File: config.mk
export PLATFORM = sky130hd
export DESIGN_NAME = bb3_fifo
export DESIGN_NICKNAME = d
export VERILOG_FILES = /design/src/hdl/box_blur_3x3_rgb_top_assert.svh /design/src/hdl/bb3_pkg.sv /design/src/hdl/bb3_fifo.sv
export SDC_FILE = /design/constraint.sdc
export NUM_CORES = 1
export LEC_CHECK = 0
export ABC_AREA = 1
export BUFFER_PORTS_ARGS = -buffer_cell sky130_fd_sc_hd__buf_2
export CORE_UTILIZATION = 58
export CTS_CLUSTER_DIAMETER = 60
export DETAILED_ROUTE_END_ITERATION = 16
export PLACE_DENSITY = 0.77
export SYNTH_ARGS = -nofsm -noshare
export SYNTH_HDL_FRONTEND = slang
export SYNTH_SLANG_ARGS = --single-unit
File: constraint.sdc
create_clock -name i_clk -period 2.8 [get_ports i_clk]
set_input_delay 0.28 -clock i_clk [delete_from_list [all_inputs] [get_ports i_clk]]
set_output_delay 0.28 -clock i_clk [all_outputs]
set_load 0.03 [all_outputs]
File: src/hdl/box_blur_3x3_rgb_top_assert.svh
// ----------------------------------------------------------------------------
// Assertion macros for the 3x3 box blur
// Implication checks on the rising clock edge, held off while in reset.
// ----------------------------------------------------------------------------
`ifndef BOX_BLUR_3X3_RGB_TOP_ASSERT_SVH
`define BOX_BLUR_3X3_RGB_TOP_ASSERT_SVH

`ifndef SYNTH
// same-cycle implication
`define BB3_ASSERT_IMP(label, clk, rst_n, ante, cons) \
    label: assert property (@(posedge clk) disable iff (!rst_n) (ante) |-> (cons)) \
        else $error("bb3 assertion failed");
// next-cycle implication
`define BB3_ASSERT_NXT(label, clk, rst_n, ante, cons) \
    label: assert property (@(posedge clk) disable iff (!rst_n) (ante) |=> (cons)) \
        else $error("bb3 assertion failed");
`else
`define BB3_ASSERT_IMP(label, clk, rst_n, ante, cons)
`define BB3_ASSERT_NXT(label, clk, rst_n, ante, cons)
`endif

`endif

File: src/hdl/bb3_pkg.sv
// ----------------------------------------------------------------------------
// bb3_pkg
// Types and constants shared by the 3x3 box blur modules.
// ----------------------------------------------------------------------------
package bb3_pkg;

    localparam int MAX_WIDTH  = 1024;
    localparam int MAX_HEIGHT = 1024;
    localparam int COL_W      = $clog2(MAX_WIDTH);
    localparam int ROW_W      = $clog2(MAX_HEIGHT);
    localparam int CFG_W      = 11;
    localparam int SUM_W      = 10;   // column sum of three bytes
    localparam int WIN_W      = 12;   // window sum of nine bytes
    localparam int NUM_W      = 13;   // scaled numerator
    localparam int FIFO_DEPTH = 8;
    localparam int FIFO_AW    = $clog2(FIFO_DEPTH);
    localparam int FIFO_CW    = $clog2(FIFO_DEPTH + 1);

    typedef enum logic {
        CFG_WIDTH  = 1'b0,
        CFG_HEIGHT = 1'b1
    } t_cfg_idx;

    typedef enum logic {
        FUNC_PIXEL = 1'b0,
        FUNC_DRAIN = 1'b1
    } t_func;

    typedef enum logic [1:0] {
        DIV_4 = 2'd0,
        DIV_6 = 2'd1,
        DIV_9 = 2'd2
    } t_div_mode;

    typedef struct packed {
        t_func       func;
        logic [7:0]  blue_in;
        logic [7:0]  green_in;
        logic [7:0]  red_in;
    } t_pix_in;

    typedef struct packed {
        logic [7:0]  blue_out;
        logic [7:0]  green_out;
        logic [7:0]  red_out;
        logic        frame_end;
        logic        run_last;
    } t_pix_out;

    typedef struct packed {
        logic [7:0]  red;
        logic [7:0]  green;
        logic [7:0]  blue;
    } t_rgb;

    // one column of the window, summed over its rows
    typedef struct packed {
        logic              ok;
        logic [1:0]        rows;
        logic [SUM_W-1:0]  red;
        logic [SUM_W-1:0]  green;
        logic [SUM_W-1:0]  blue;
    } t_col;

    // window numerators handed to the scaling stage
    typedef struct packed {
        logic              valid;
        t_div_mode         mode;
        logic [NUM_W-1:0]  x_red;
        logic [NUM_W-1:0]  x_green;
        logic [NUM_W-1:0]  x_blue;
        logic              frame_end;
        logic              run_last;
    } t_scale_in;

    function automatic int clamp_dim(input logic [CFG_W-1:0] v, input int hi);
        int t;
        t = int'(v);
        if (t < 2) t = 2;
        if (t > hi) t = hi;
        return t;
    endfunction

endpackage

File: src/hdl/bb3_fifo.sv
// ----------------------------------------------------------------------------
// bb3_fifo
// Small result queue between the blur pipeline and the output channel.
// ----------------------------------------------------------------------------
module bb3_fifo (
    input  logic                          i_clk,
    input  logic                          i_rst_n,
    input  logic                          i_push,
    input  bb3_pkg::t_pix_out             i_item,
    input  logic                          i_pop,
    output logic                          o_valid,
    output bb3_pkg::t_pix_out             o_item,
    output logic [bb3_pkg::FIFO_CW-1:0]   o_count
);

    localparam int AW = bb3_pkg::FIFO_AW;
    localparam int CW = bb3_pkg::FIFO_CW;

    bb3_pkg::t_pix_out r_mem [bb3_pkg::FIFO_DEPTH];
    logic [AW-1:0] r_wp;
    logic [AW-1:0] r_rp;
    logic [CW-1:0] r_cnt;
    logic          do_pop;

    assign do_pop = i_pop && (r_cnt != '0);

    // storage
    always_ff @(posedge i_clk) begin
        if (i_push) begin
            r_mem[r_wp] <= i_item;
        end
    end

    // pointers and fill level
    always_ff @(posedge i_clk) begin
        if (!i_rst_n) begin
            r_wp  <= '0;
            r_rp  <= '0;
            r_cnt <= '0;
        end else begin
            if (i_push) r_wp <= r_wp + AW'(1);
            if (do_pop) r_rp <= r_rp + AW'(1);
            if (i_push && !do_pop) begin
                r_cnt <= r_cnt + CW'(1);
            end else if (!i_push && do_pop) begin
                r_cnt <= r_cnt - CW'(1);
            end
        end
    end

    assign o_valid = (r_cnt != '0);
    assign o_item  = r_mem[r_rp];
    assign o_count = r_cnt;

endmodule

==> metrics.txt <==
status completed; vias in the first global route 5692; DIE AREA about 0.016 mm²; Avg Synthesized Cell Area about 11 µm²; clock root cell clkbuf_16; Post-Synthesis Cell Area 0.00893 mm²; CTS Buf Count 22; CP Data Required Time 2520 ps; Resized cells post-CTS 0; Row Count 44; initial antenna violation count 1; core area 0.0148 mm²; GP Congestion slightly below 0.8; Hold Violations, Final 0; most common cell after layout, fill and taps aside nor2_1; vias per cell 5.63; leakage 3.79 nW; DRC errors left 0; CTS tree yes; Worst Setup Slack, final 365 ps; nets 879; Peak VDD IR 0.754 mV; HP Class input pin to register; launching point of the worst reg2reg path o_count[1]; largest net degree at the start of global routing 105; crit path DAT roughly 2200 ps; Final Skew between 6 and 7 ps; Starting DRT DRC Count 528; crit path launch type register; H-tree depth 1; pwr dens 864 mW/mm²; hpwl dp 10.0 mm; Seq/Total Area, Yosys between 70% and 80%; Final Cycle Share 87.0%; Final setup viols 0; Ant. Diodes 0; FMAX 411 MHz; count of different cell masters after synthesis 20; Worst-path clk slew 60 ps; Die W about 130 µm; syn_nets 816; ANT nets after route 0; HP Start i_item[12]; dpl ws 680 ps; Clock Latency Late Sink 490 ps; # fillers 1019; Overall Power 8.69 mW; postcts setup bufs 0; first-pass GRT wire length 29.1 mm; total vias in the final route 5857; GRT Util Overall 23.8%; RSZ-0062 raised after global routing no; CP Class register to output pin; share of cells above drive strength 1 about 14%; setup TNS 0 ps; Area growth syn-to-layout 12.6%; Worst slew margin roughly 65%; GRT overflow 0; Worst Tran Pin Value ~520 ps; pins over their slew limit 0; Max Root-Sink Buffers 3; die height 126 µm; io pins 61; post-layout min period 2430 ps; crit path capture type output pin; synthesis-stage register bit count 221; post-synthesis cell count 780; Reg2Reg Depth 11; first-pass iteration count of the detailed router 6; Area contributors post-synth edfxtp_1 70%, nor2_1 9.4%, nand2_1 6.3%, o21ai_1 4.1%, dfxtp_1 2.9%; Port Buffer Count 60; yosys warns 0; most frequent cells in the layout 216 x nor2_1, 208 x edfxtp_1, 149 x nand2_1, 74 x o21ai_1, 60 x buf_2; worst hold stages 1; Starting Density between 60% and 70%; CTS Sinks around 220; register area roughly 0.0065 mm²; DR WL/cell ~18 µm; Yosys top cell area share 69.9%; WL final 18.4 mm; area of the multi-input gates 0.00215 mm²; hold_buf cts 0; dominant cell type by area after synthesis edfxtp_1; max-cap violations 0; Crit Path Max Fanout 37
==> cells in the mapped netlist, drive strengths merged <==
library cell	number
nand3	6
o21ai	109
clkbuf	5
clkinv	1
or2	2
nor2	224
dfxtp	13
inv	13
fa	1
ha	5
xor2	2
a21oi	8
nand2	149
buf	34
edfxtp	208
==> critical path, cell delays in order, from the launching register on <==
cell and delay, ps:
dfxtp_4 360, inv_4 290, buf_4 360, o21ai_0 160
nand2_1 100, nand2_1 60, nand2_1 110, buf_2 200
==> state kept, by name, summed over array words and instances (netlist names), named ones only <==
signal   count
r_rp         3
r_wp         3
r_mem      208
o_count      4
==> cells by family after synthesis <==
group                    after synthesis  share of synthesized area, %
AO/OA/AOI/OAI                        117                          6.56
XOR/XNOR                               2                         0.196
adder cells (fa/ha/maj)                6                         0.925
buffers and inverters                 53                          3.31
flip-flops                           221                          72.9
AND/OR/NAND/NOR                      381                          16.2
==> cell type report <==
cell class                 instances  share of cell area, %
clock inverter                     9                  0.361
clock buffer                      29                   5.95
multi-input combinational        506                   21.4
sequential                       221                   64.8
tap                              184                   2.29
timing repair buffer              78                   4.71
inverter                          14                  0.548
==> through the flow <==
stage | cells | instance area (µm²) | utilization [%] | hold WS, ps
global placement | 1003 | 9420 | 63.8 | 485
finish | 1041 | 10100 | 68.1 | 57.0
floorplan | 780 | 8930 | - | 379
global route | 1041 | 10100 | 68.1 | 59.2
CTS | 1041 | 10100 | 68.1 | 39.3
detailed placement | 1003 | 9420 | 63.8 | 512
==> power breakdown <==
group / switching (mW) / total [mW] / leakage [nW] / internal (mW)
Sequential: 0.0660 / 3.80 / 2.00 / 3.73
Combinational: 1.62 / 2.29 / 1.48 / 0.664
Clock: 1.11 / 2.60 / 0.305 / 1.49
==> routing by layer <==
metal  share of wire [%]  global-route usage (%)  vias to the layer above  wire (µm)
li1                    -                       -                     2774          -
met1                  41                    32.2                     2795       7520
met2                  50                    39.8                      243       9170
met3                 7.0                    4.04                       43       1290
met4                 2.3                    7.73                        2        419
met5               0.043                       0                        -          8
==> worst paths after layout <==
check,end,slack (ps)
setup reg to reg,o_count[3],580
hold / removal,r_mem[7][12],60
setup / recovery,o_item[18],370
hold reg to reg,r_wp[0],520
Note: power is estimated with default switching activity, not from simulation.
