**src/hdl/box_blur_3x3_rgb_top_assert.svh**
```systemverilog
// ----------------------------------------------------------------------------
// Assertion macros for the 3x3 box blur
// Implication checks on the rising clock edge, held off while in reset.
// ----------------------------------------------------------------------------
`ifndef BOX_BLUR_3X3_RGB_TOP_ASSERT_SVH
`define BOX_BLUR_3X3_RGB_TOP_ASSERT_SVH

`ifndef SYNTH
// same-cycle implication
`define BB3_ASSERT_IMP(label, clk, rst_n, ante, cons) \
    label: assert property (@(posedge clk) disable iff (!rst_n) (ante) |-> (cons)) \
        else $error("bb3 assertion failed");
// next-cycle implication
`define BB3_ASSERT_NXT(label, clk, rst_n, ante, cons) \
    label: assert property (@(posedge clk) disable iff (!rst_n) (ante) |=> (cons)) \
        else $error("bb3 assertion failed");
`else
`define BB3_ASSERT_IMP(label, clk, rst_n, ante, cons)
`define BB3_ASSERT_NXT(label, clk, rst_n, ante, cons)
`endif

`endif

```
**src/hdl/bb3_pkg.sv**
```systemverilog
// ----------------------------------------------------------------------------
// bb3_pkg
// Types and constants shared by the 3x3 box blur modules.
// ----------------------------------------------------------------------------
package bb3_pkg;

    localparam int MAX_WIDTH  = 1024;
    localparam int MAX_HEIGHT = 1024;
    localparam int COL_W      = $clog2(MAX_WIDTH);
    localparam int ROW_W      = $clog2(MAX_HEIGHT);
    localparam int CFG_W      = 11;
    localparam int SUM_W      = 10;   // column sum of three bytes
    localparam int WIN_W      = 12;   // window sum of nine bytes
    localparam int NUM_W      = 13;   // scaled numerator
    localparam int FIFO_DEPTH = 8;
    localparam int FIFO_AW    = $clog2(FIFO_DEPTH);
    localparam int FIFO_CW    = $clog2(FIFO_DEPTH + 1);

    typedef enum logic {
        CFG_WIDTH  = 1'b0,
        CFG_HEIGHT = 1'b1
    } t_cfg_idx;

    typedef enum logic {
        FUNC_PIXEL = 1'b0,
        FUNC_DRAIN = 1'b1
    } t_func;

    typedef enum logic [1:0] {
        DIV_4 = 2'd0,
        DIV_6 = 2'd1,
        DIV_9 = 2'd2
    } t_div_mode;

    typedef struct packed {
        t_func       func;
        logic [7:0]  blue_in;
        logic [7:0]  green_in;
        logic [7:0]  red_in;
    } t_pix_in;

    typedef struct packed {
        logic [7:0]  blue_out;
        logic [7:0]  green_out;
        logic [7:0]  red_out;
        logic        frame_end;
        logic        run_last;
    } t_pix_out;

    typedef struct packed {
        logic [7:0]  red;
        logic [7:0]  green;
        logic [7:0]  blue;
    } t_rgb;

    // one column of the window, summed over its rows
    typedef struct packed {
        logic              ok;
        logic [1:0]        rows;
        logic [SUM_W-1:0]  red;
        logic [SUM_W-1:0]  green;
        logic [SUM_W-1:0]  blue;
    } t_col;

    // window numerators handed to the scaling stage
    typedef struct packed {
        logic              valid;
        t_div_mode         mode;
        logic [NUM_W-1:0]  x_red;
        logic [NUM_W-1:0]  x_green;
        logic [NUM_W-1:0]  x_blue;
        logic              frame_end;
        logic              run_last;
    } t_scale_in;

    function automatic int clamp_dim(input logic [CFG_W-1:0] v, input int hi);
        int t;
        t = int'(v);
        if (t < 2) t = 2;
        if (t > hi) t = hi;
        return t;
    endfunction

endpackage

```
**src/hdl/bb3_cell.sv**
```systemverilog
// ----------------------------------------------------------------------------
// bb3_cell
// One column cell of the window chain; takes its neighbour's column on shift.
// ----------------------------------------------------------------------------
module bb3_cell (
    input  logic          i_clk,
    input  logic          i_rst_n,
    input  logic          i_shift,
    input  logic          i_kill,
    input  bb3_pkg::t_col i_col,
    output bb3_pkg::t_col o_col
);

    bb3_pkg::t_col r_col;
    bb3_pkg::t_col n_col;

    // a kill marks the column as outside the window (new row started)
    always_comb begin
        n_col = i_col;
        if (i_kill) begin
            n_col.ok = 1'b0;
        end
    end

    always_ff @(posedge i_clk) begin
        if (!i_rst_n) begin
            r_col <= '0;
        end else if (i_shift) begin
            r_col <= n_col;
        end
    end

    assign o_col = r_col;

endmodule

```
**config.mk**
```make
export PLATFORM = sky130hd
export DESIGN_NAME = bb3_cell
export DESIGN_NICKNAME = d
export VERILOG_FILES = /design/src/hdl/box_blur_3x3_rgb_top_assert.svh /design/src/hdl/bb3_pkg.sv /design/src/hdl/bb3_cell.sv
export SDC_FILE = /design/constraint.sdc
export NUM_CORES = 1
export LEC_CHECK = 0
export BUFFER_PORTS_ARGS = -buffer_cell sky130_fd_sc_hd__buf_2
export CELL_PAD_IN_SITES_DETAIL_PLACEMENT = 1
export CELL_PAD_IN_SITES_GLOBAL_PLACEMENT = 2
export CORE_ASPECT_RATIO = 1.1
export CORE_MARGIN = 3
export CORE_UTILIZATION = 27
export CTS_CLUSTER_DIAMETER = 200
export DETAILED_ROUTE_END_ITERATION = 12
export GPL_TIMING_DRIVEN = 1
export MAX_ROUTING_LAYER = met4
export PLACE_DENSITY = 0.89
export SLEW_MARGIN = 30
export SYNTH_ARGS = -nofsm -noshare
export SYNTH_HDL_FRONTEND = slang
export SYNTH_SLANG_ARGS = --single-unit
```
**constraint.sdc**
```tcl
create_clock -name i_clk -period 1.74 [get_ports i_clk]
set_clock_uncertainty 0.2 [all_clocks]
set_input_delay 0.348 -clock i_clk [delete_from_list [all_inputs] [get_ports i_clk]]
set_output_delay 0.348 -clock i_clk [all_outputs]
set_load 0.05 [all_outputs]
```
==> summary.txt <==
Clock network
  • Clock Path Buffers: 2
  • CTS Buf Count: 5
  • Clk slew on worst S/H paths: 0.07 ns
  • Post_cts resized: 0
  • Root Buffer: clkbuf_8
  • Post-CTS Setup Bufs: 0
  • H-tree depth: 2
  • CTS tree: done
  • Clk Latency, worst-skew pair: 0.27 ns
  • CTS Sinks: 33
  • Cts hold-fix bufs: 0

Detailed routing
  • DRT Pass-1 Iters: 2
  • DRC errors left: 0
  • Final wirelength: 3.15 mm
  • Initial DRC Count: 16
  • Total number of vias: 1010
  • Vias/cell: 4.35
  • Routed Antenna Nets: 0
  • Wire per inst: between 10 and 15 um

Power and ir drop
  • Sw Pwr: 529 uW
  • Clock power frac: 31.6%
  • Cell internal pwr: roughly 1.2 mW
  • Max VDD drop: 412 uV
  • Pwr Total: 1.72 mW
  • Net Sw Frac: a little under a third
  • Sequential Power Share: 47.8%
  • Combinational share of power: 20.6%
  • Power Density: between 1000 and 1500 mW/mm^2
  • Leakage: 0.889 nW

STA
  • Final hold vios: 0
  • Slew @ Worst Pin: 0.459 ns
  • Endpoints failing setup: 0
  • Rel. slew slack: 69.4%
  • Achievable frequency: 682 MHz
  • Setup TNS: 0 ns
  • Max-slew violation count: 0
  • Crit path time final: 1.47 ns
  • Unrepaired setup endpoints after global routing: no
  • Fin crit share: about 84%

Synthesis
  • Commonest cells in the netlist: dfxtp_1, mux2i_1, nor2b_1
  • Largest family of logic cells by synthesized area: multiplexers
  • Count leader, synth: dfxtp_1
  • Multiplexer share of the synthesized area: about a quarter
  • Yosys top cell by area: dfxtp_1
  • Syn Area/Cell: 12.0 sq um
  • Synth warn: 0
  • Synth cell types: 9
  • Synth Area in Compound Gates: 0%
  • Seq/Total Area, Yosys: 51.5%
  • Net Count, Synth: 144
  • #FFs+latches synth: 33
  • EDFF count, synth: 0
  • Async set-reset flop share out of synthesis: 0%
  • Post-synthesis adder-cell area fraction: 0%
  • Synth Area in XOR/XNOR: 0%
  • Top cells by area, synth: dfxtp_1, mux2i_1, nor2b_1, buf_12, buf_6
  • Synth Instances: about 110
  • Cell area after synthesis: 0.00128 sq mm
  • Synth Area in Simple Gates: 17.2%
  • Top FF cell, synth: dfxtp_1
  • Yosys top cell area share: roughly half

Worst setup path
  • Cell Chain, Critical Path: buf_2
  • Critical Path End Type: primary output
  • CP required: 1.19 ns
  • Cell family with most CP delay: flip-flops
  • Crit-path max cell delay: 0.36 ns
  • Slowest cell on the critical path: dfxtp_1
  • Worst flop-to-flop path startpoint: o_col[22]$_SDFFE_PN0P_
  • Setup slack, reg-to-reg: slightly above 0.9 ns
  • Crit-path max FO: 2
  • CP Launch Point: o_col[15]$_SDFFE_PN0P_
  • CP Class: reg2out
  • Worst Path Arrival: 0.92 ns
  • Worst path depth: 1
  • CP startpoint kind: register
  • Buffer and inverter count on the worst path: 1
  • Worst r2r dst: o_col[22]$_SDFFE_PN0P_
  • Crit path to: o_col[15]
  • Reg2Reg Depth: 2

Floorplanning
  • Die Footprint: 0.00562 sq mm
  • Initial core utilization: 28.9%
  • Die Span X: slightly above 70 um
  • Top-Level Pins: 70
  • Row count: 25
  • Core footprint: 0.00444 sq mm
  • Chip height: between 70 and 80 um

Cells and area
  • Max reg flops: 33
  • Nets@finish: about 210
  • Layout cell share with drive strength beyond 1: 43.3%
  • ANT cells: 0
  • Sequential cell area: 661 sq um
  • Area of the multi-input gates: 541 sq um
  • Area grow syn2layout: 33.7%
  • FILL cells: 517

Placed design
  • I/O Buffers: 69
  • Placer Congestion: about 0.70
  • DP HPWL: 2.36 mm

Status
  • Outcome: complete, no violations

Global routing
  • Largest net degree at the start of global routing: 35
  • Initial antenna violation count: 0
  • Gr usage total: 11.8%
  • Vias in the first global route: 1078
  • Grt total ovfl: 0
  • First-pass GRT wire length: 5.00 mm

Job
  • Max-Cap Viols: 0

Hold path
  • Worst Hold Class: in2reg
==> kinds of logic (layout without fill, tap and decap cells) <==
logic type             count (synthesis)  in the layout
multiplexers                          32             32
flip-flops                            33             33
AND/OR/NAND/NOR                       35             35
buffers and inverters                  7             78
==> final cells by class <==
| cell class | instances | area share [%] |
|---|---|---|
| Multi-Input combinational cell | 67 | 31.5 |
| Tap cell | 54 | 3.94 |
| Clock buffer | 6 | 4.23 |
| Clock inverter | 2 | 0.583 |
| Timing Repair Buffer | 70 | 21.3 |
| Sequential cell | 33 | 38.5 |
==> layout by cell type, fill, tap and decap left out, drive strengths merged <==
cell,count
nand4b,1
clkinv,2
dfxtp,33
clkbuf,6
nor2b,32
nand3b,1
mux2i,32
nand2,1
buf,70
==> worst min-delay path by stage <==
stage                                 from                     end  cells past startpoint
finish                           i_col[16]  o_col[16]$_SDFFE_PN0P_                      3
global placement    o_col[32]$_SDFFE_PN0P_  o_col[32]$_SDFFE_PN0P_                      2
CTS                              i_col[28]  o_col[28]$_SDFFE_PN0P_                      3
global route                      i_col[9]   o_col[9]$_SDFFE_PN0P_                      3
floorplan                          i_rst_n  o_col[19]$_SDFFE_PN0P_                      1
detailed placement  o_col[32]$_SDFFE_PN0P_  o_col[32]$_SDFFE_PN0P_                      2
==> routing by layer <==
metal | share of wire, % | wire, um | vias to the layer above | track usage [%]
li1 | - | - | 493 | -
met1 | 40 | 1270 | 462 | 12.8
met2 | 49 | 1540 | 50 | 19.3
met3 | 9.5 | 300 | 5 | 4.61
met4 | 1.2 | 38 | 0 | 4.51
met5 | 0 | 0 | - | -
==> per-stage QoR <==
| stage | cells | area [sq um] | worst slack, ns | utilization (%) | hold slack (ns) |
|---|---|---|---|---|---|
| detailed placement | 224 | 1630 | 0.421 | 36.8 | 0.260 |
| floorplan | 107 | 1280 | 0.582 | - | 0.276 |
| global route | 232 | 1720 | 0.218 | 38.6 | 0.123 |
| global placement | 224 | 1630 | 0.458 | 36.8 | 0.254 |
| CTS | 232 | 1720 | 0.265 | 38.6 | 0.124 |
| finish | 232 | 1720 | 0.274 | 38.6 | 0.126 |
==> power by group through the flow <==
stage / clock network [mW] / registers (mW) / logic [mW]
finish: 0.545 / 0.823 / 0.355
global route: 0.607 / 0.829 / 0.377
CTS: 0.574 / 0.824 / 0.360
detailed placement: 0 / 0.840 / 0.360
global placement: 0 / 0.837 / 0.350
floorplan: 0 / 0.993 / 0.112
(Power assumes the default switching activity.)
