**src/hdl/box_blur_3x3_rgb_top_assert.svh**
```systemverilog
// ----------------------------------------------------------------------------
// Assertion macros for the 3x3 box blur
// Implication checks on the rising clock edge, held off while in reset.
// ----------------------------------------------------------------------------
`ifndef BOX_BLUR_3X3_RGB_TOP_ASSERT_SVH
`define BOX_BLUR_3X3_RGB_TOP_ASSERT_SVH

`ifndef SYNTH
// same-cycle implication
`define BB3_ASSERT_IMP(label, clk, rst_n, ante, cons) \
    label: assert property (@(posedge clk) disable iff (!rst_n) (ante) |-> (cons)) \
        else $error("bb3 assertion failed");
// next-cycle implication
`define BB3_ASSERT_NXT(label, clk, rst_n, ante, cons) \
    label: assert property (@(posedge clk) disable iff (!rst_n) (ante) |=> (cons)) \
        else $error("bb3 assertion failed");
`else
`define BB3_ASSERT_IMP(label, clk, rst_n, ante, cons)
`define BB3_ASSERT_NXT(label, clk, rst_n, ante, cons)
`endif

`endif

```
**src/hdl/bb3_pkg.sv**
```systemverilog
// ----------------------------------------------------------------------------
// bb3_pkg
// Types and constants shared by the 3x3 box blur modules.
// ----------------------------------------------------------------------------
package bb3_pkg;

    localparam int MAX_WIDTH  = 1024;
    localparam int MAX_HEIGHT = 1024;
    localparam int COL_W      = $clog2(MAX_WIDTH);
    localparam int ROW_W      = $clog2(MAX_HEIGHT);
    localparam int CFG_W      = 11;
    localparam int SUM_W      = 10;   // column sum of three bytes
    localparam int WIN_W      = 12;   // window sum of nine bytes
    localparam int NUM_W      = 13;   // scaled numerator
    localparam int FIFO_DEPTH = 8;
    localparam int FIFO_AW    = $clog2(FIFO_DEPTH);
    localparam int FIFO_CW    = $clog2(FIFO_DEPTH + 1);

    typedef enum logic {
        CFG_WIDTH  = 1'b0,
        CFG_HEIGHT = 1'b1
    } t_cfg_idx;

    typedef enum logic {
        FUNC_PIXEL = 1'b0,
        FUNC_DRAIN = 1'b1
    } t_func;

    typedef enum logic [1:0] {
        DIV_4 = 2'd0,
        DIV_6 = 2'd1,
        DIV_9 = 2'd2
    } t_div_mode;

    typedef struct packed {
        t_func       func;
        logic [7:0]  blue_in;
        logic [7:0]  green_in;
        logic [7:0]  red_in;
    } t_pix_in;

    typedef struct packed {
        logic [7:0]  blue_out;
        logic [7:0]  green_out;
        logic [7:0]  red_out;
        logic        frame_end;
        logic        run_last;
    } t_pix_out;

    typedef struct packed {
        logic [7:0]  red;
        logic [7:0]  green;
        logic [7:0]  blue;
    } t_rgb;

    // one column of the window, summed over its rows
    typedef struct packed {
        logic              ok;
        logic [1:0]        rows;
        logic [SUM_W-1:0]  red;
        logic [SUM_W-1:0]  green;
        logic [SUM_W-1:0]  blue;
    } t_col;

    // window numerators handed to the scaling stage
    typedef struct packed {
        logic              valid;
        t_div_mode         mode;
        logic [NUM_W-1:0]  x_red;
        logic [NUM_W-1:0]  x_green;
        logic [NUM_W-1:0]  x_blue;
        logic              frame_end;
        logic              run_last;
    } t_scale_in;

    function automatic int clamp_dim(input logic [CFG_W-1:0] v, input int hi);
        int t;
        t = int'(v);
        if (t < 2) t = 2;
        if (t > hi) t = hi;
        return t;
    endfunction

endpackage

```
**src/hdl/bb3_scale.sv**
```systemverilog
// ----------------------------------------------------------------------------
// bb3_scale
// Registered numerators times a reciprocal, giving the rounded window means.
// ----------------------------------------------------------------------------
module bb3_scale (
    input  logic               i_clk,
    input  logic               i_rst_n,
    input  bb3_pkg::t_scale_in i_win,
    output logic               o_busy,
    output logic               o_push,
    output bb3_pkg::t_pix_out  o_item
);

    localparam int XW = bb3_pkg::NUM_W;
    localparam int KW = 18;
    localparam int PW = XW + KW;
    // floor(x/4), floor(x/6), floor(x/18) by multiply and shift
    localparam logic [KW-1:0] K_4 = 18'd65536;
    localparam logic [KW-1:0] K_6 = 18'd43691;
    localparam logic [KW-1:0] K_9 = 18'd233017;
    localparam int SH_4 = 18;
    localparam int SH_6 = 18;
    localparam int SH_9 = 22;

    bb3_pkg::t_scale_in r_win;

    function automatic logic [7:0] scale_chan(input logic [XW-1:0] x,
                                              input bb3_pkg::t_div_mode m);
        logic [PW-1:0] p;
        logic [7:0]    q;
        q = '0;
        case (m)
            bb3_pkg::DIV_4: begin
                p = PW'(x) * PW'(K_4);
                q = p[SH_4+7:SH_4];
            end
            bb3_pkg::DIV_6: begin
                p = PW'(x) * PW'(K_6);
                q = p[SH_6+7:SH_6];
            end
            bb3_pkg::DIV_9: begin
                p = PW'(x) * PW'(K_9);
                q = p[SH_9+7:SH_9];
            end
            default: q = '0;
        endcase
        return q;
    endfunction

    always_ff @(posedge i_clk) begin
        if (!i_rst_n) begin
            r_win.valid <= 1'b0;
        end else begin
            r_win.valid <= i_win.valid;
        end
        r_win.mode      <= i_win.mode;
        r_win.x_red     <= i_win.x_red;
        r_win.x_green   <= i_win.x_green;
        r_win.x_blue    <= i_win.x_blue;
        r_win.frame_end <= i_win.frame_end;
        r_win.run_last  <= i_win.run_last;
    end

    always_comb begin
        o_item.red_out   = scale_chan(r_win.x_red, r_win.mode);
        o_item.green_out = scale_chan(r_win.x_green, r_win.mode);
        o_item.blue_out  = scale_chan(r_win.x_blue, r_win.mode);
        o_item.frame_end = r_win.frame_end;
        o_item.run_last  = r_win.run_last;
    end

    assign o_push = r_win.valid;
    assign o_busy = r_win.valid;

endmodule

```
**config.mk**
```make
export PLATFORM = sky130hd
export DESIGN_NAME = bb3_scale
export DESIGN_NICKNAME = d
export VERILOG_FILES = /design/src/hdl/box_blur_3x3_rgb_top_assert.svh /design/src/hdl/bb3_pkg.sv /design/src/hdl/bb3_scale.sv
export SDC_FILE = /design/constraint.sdc
export NUM_CORES = 1
export LEC_CHECK = 0
export BUFFER_PORTS_ARGS = -buffer_cell sky130_fd_sc_hd__buf_2
export CORE_MARGIN = 4
export CORE_UTILIZATION = 59
export CTS_CLUSTER_SIZE = 8
export DETAILED_ROUTE_END_ITERATION = 8
export PLACE_DENSITY = 0.86
export SLEW_MARGIN = 10
export SYNTH_ARGS = -nofsm -noshare
export SYNTH_HDL_FRONTEND = slang
export SYNTH_SLANG_ARGS = --single-unit
```
**constraint.sdc**
```tcl
create_clock -name i_clk -period 5.8 [get_ports i_clk]
set_input_delay 0.58 -clock i_clk [delete_from_list [all_inputs] [get_ports i_clk]]
set_output_delay 0.58 -clock i_clk [all_outputs]
set_load 0.005 [all_outputs]
```
==> metrics.csv <==
metric,value,unit
outcome,"complete, but fails checks",
failing checks,setup timing,
die span in x,178,µm
prevailing post-synth register cell,dfxtp_1,
Sink Count,44,
H-tree depth,2,
initial antenna violation count,3,
largest net degree at the start of global routing,24,
ANT nets after route,0,
PwrDens,555,nW/µm²
Final Instance Count excl. Fillers,2397,
DR DRC count,0,
final worst-path setup slack,-0.825,ns
number of global-route vias before repair,16400,
"top cells by count, synth","546 x inv_1, 414 x ha_1, 312 x fa_1",
number of synthesized flops with an enable pin,0,
post-synth top area cell,fa_1,
combinational power share,0.935,
fin util,0.730,
Total GRT Usage,0.344,
CP Data Required Time,5.22,ns
post-synthesis sequential area ratio,0.0514,
final net count,2784,
initial core utilization,0.597,
Psw,0.00637,W
fillers,1677,
Pins Over Slew Limit,0,
die height,178,µm
worst hold stages,1,
first-pass GRT wire length,84.1,mm
top-count cell post-synth,inv_1,
worst vdd ir,0.456,mV
Seq pwr share,0.030,
WL final,61.4,mm
clk buf depth,2,
Core Rows,62,
"CTS clk-pin slew, worst paths",0.08,ns
Final GP Congestion,0.950,
post-synthesis cell count,1753,
Routed wire per std cell,25.6,µm
Rel. slew slack,0.313,
Fmax,151,MHz
Pre-antenna DRT Iters,6,
Yosys cell types,64,
Yosys warning count,0,
setup repair after global routing missed its margin,yes,
number of max-cap violations,0,
Yosys top cell area share,0.364,
critical path class,flop to output pin,
startpoint types,flop,
internal power,0.00526,W
Layout Area Growth over Synthesis,22.3,%
CP Max Fanout,4,
critical path arrival,6.05,ns
syn_area_per_cell,9.78,µm²
CTS tree,yes,
Final Hold Fails,0,
Setup-failing EPs final,24,
Syn Nets,2525,
crit path capture type,output pin,
worst hold path class,input port to flop,
P_leak,11.1,nW
Final Cycle Share,1.14,
sw frac,0.548,
final HPWL from detailed placement,40.3,mm
Netlist Area Pre-Place,17100,µm²
Core Box Area,28700,µm²
Iter 0 DRT Violations,1665,
ys async rst share,0,
layout cell share with drive strength beyond 1,0.258,
clock power share,0.035,
placed insts,2344,
global route overflow,0,
main area contributors after synthesis,"fa_1 36%, ha_1 30%, inv_1 12%, dfxtp_1 5.1%, xnor2_1 1.9%",
Via density,6.33,
Clock Root Buffer,clkbuf_16,
I/O Buffers,73,
routed via count,15200,
min Tclk post-route,6.63,ns
"flops & latches, synth",44,
die area,31800,µm²
total CTS buffers,5,
# IOs,74,
Slew @ Worst Pin,1.03,ns
-- critical path, cell delays in order (launching register included) --
cell and delay [ns]:
dfxtp_4 0.39, ha_1 0.34, buf_4 0.17, ha_1 0.28
inv_1 0.07, fa_1 0.53, fa_1 0.45, fa_1 0.54
inv_1 0.05, ha_1 0.25, nor3_1 0.60, nor2_1 0.16
a41oi_2 0.30, o21ai_2 0.14, o41ai_4 0.35, buf_4 0.20
and2b_1 0.20, o311ai_2 0.24, nand2_1 0.24, buf_2 0.21
-- registers in the layout (all words and copies together), names as in the netlist --
| name | cells |
|---|---|
| r_win | 41 |
| o_item | 2 |
| o_busy | 1 |
-- area by class of cell --
cell class / instances / area, µm² / share of cell area
antenna: 1 / 2.50 / 0.000119
clock buffer: 5 / 125 / 0.00597
clock inverter: 2 / 60.1 / 0.00286
inverter: 546 / 2060 / 0.0984
multi-input combinational: 1154 / 15500 / 0.737
sequential: 44 / 940 / 0.0448
tap: 384 / 480 / 0.0229
timing repair buffer: 261 / 1840 / 0.0879
-- path summary, 6_finish.rpt --
path / endpoint / slack, ns / startpoint
setup / recovery: o_item[22] / -0.83 / r_win[9]
hold / removal: r_win[15] / 0.33 / i_win[15]
-- metal layers --
layer,part of all wire,track usage,up-vias
li1,-,-,6056
met1,0.33,0.392,7198
met2,0.46,0.566,1307
met3,0.11,0.0865,597
met4,0.11,0.240,6
met5,0.0012,0,-
-- cells by family after synthesis --
family	Yosys count	share of synthesized area
AOI/OAI and AO/OA	196	0.0777
muxes	11	0.00650
DFF	44	0.0514
xor gates and xnor gates	55	0.0281
adders and majority gates	726	0.666
buffers and inverters	555	0.122
and+or+nand+nor	166	0.0477
-- what timing repair did --
action,in CTS,in global routing
hold buffers,0,0
cloned,0,0
pin swaps,120,103
setup endpoints to repair,23,24
resized for setup,197,124
buffers inserted,29,23
-- layout by cell type, fill, tap and decap left out, types with 14 or more instances in the layout --
| master | instances |
|---|---|
| buf_4 | 172 |
| nand2_1 | 34 |
| dfxtp_1 | 19 |
| xor2_1 | 16 |
| a21o_1 | 15 |
| fa_2 | 25 |
| inv_2 | 29 |
| buf_6 | 17 |
| fa_1 | 287 |
| inv_1 | 512 |
| a21oi_2 | 20 |
| o21ai_2 | 15 |
| dfxtp_2 | 14 |
| ha_1 | 365 |
| xnor2_1 | 32 |
| buf_2 | 72 |
| ha_4 | 43 |
| o21ai_0 | 16 |
| a21oi_1 | 34 |
| nand3_1 | 14 |
| nor2_1 | 37 |
-- power by group through the flow --
| stage | clock network, W | logic (W) | registers [W] |
|---|---|---|---|
| detailed placement | 0 | 0.00786 | 0.000348 |
| finish | 0.000410 | 0.0109 | 0.000349 |
| global placement | 0 | 0.00734 | 0.000347 |
| global route | 0.000418 | 0.0116 | 0.000350 |
| CTS | 0.000410 | 0.00887 | 0.000344 |
| floorplan | 0 | 0.00543 | 0.000356 |
-- stage by stage --
| step | hold slack [ns] | TNS, ns | instance area (µm²) | worst slack, ns | total power [W] |
|---|---|---|---|---|---|
| final | 0.326 | -11.22 | 21000 | -0.825 | 0.0116 |
| after global placement | 0.682 | -0.644 | 19000 | -0.180 | 0.00768 |
| after CTS | 0.331 | -3.04 | 20200 | -0.352 | 0.00962 |
| after global routing | 0.329 | -12.90 | 21000 | -0.852 | 0.0124 |
| after floorplan | 0.608 | 0 | 17100 | 0.0345 | 0.00579 |
| after detailed placement | 0.684 | -2.73 | 19000 | -0.437 | 0.00821 |
No activity file was read; power rests on OpenSTA's default activity.
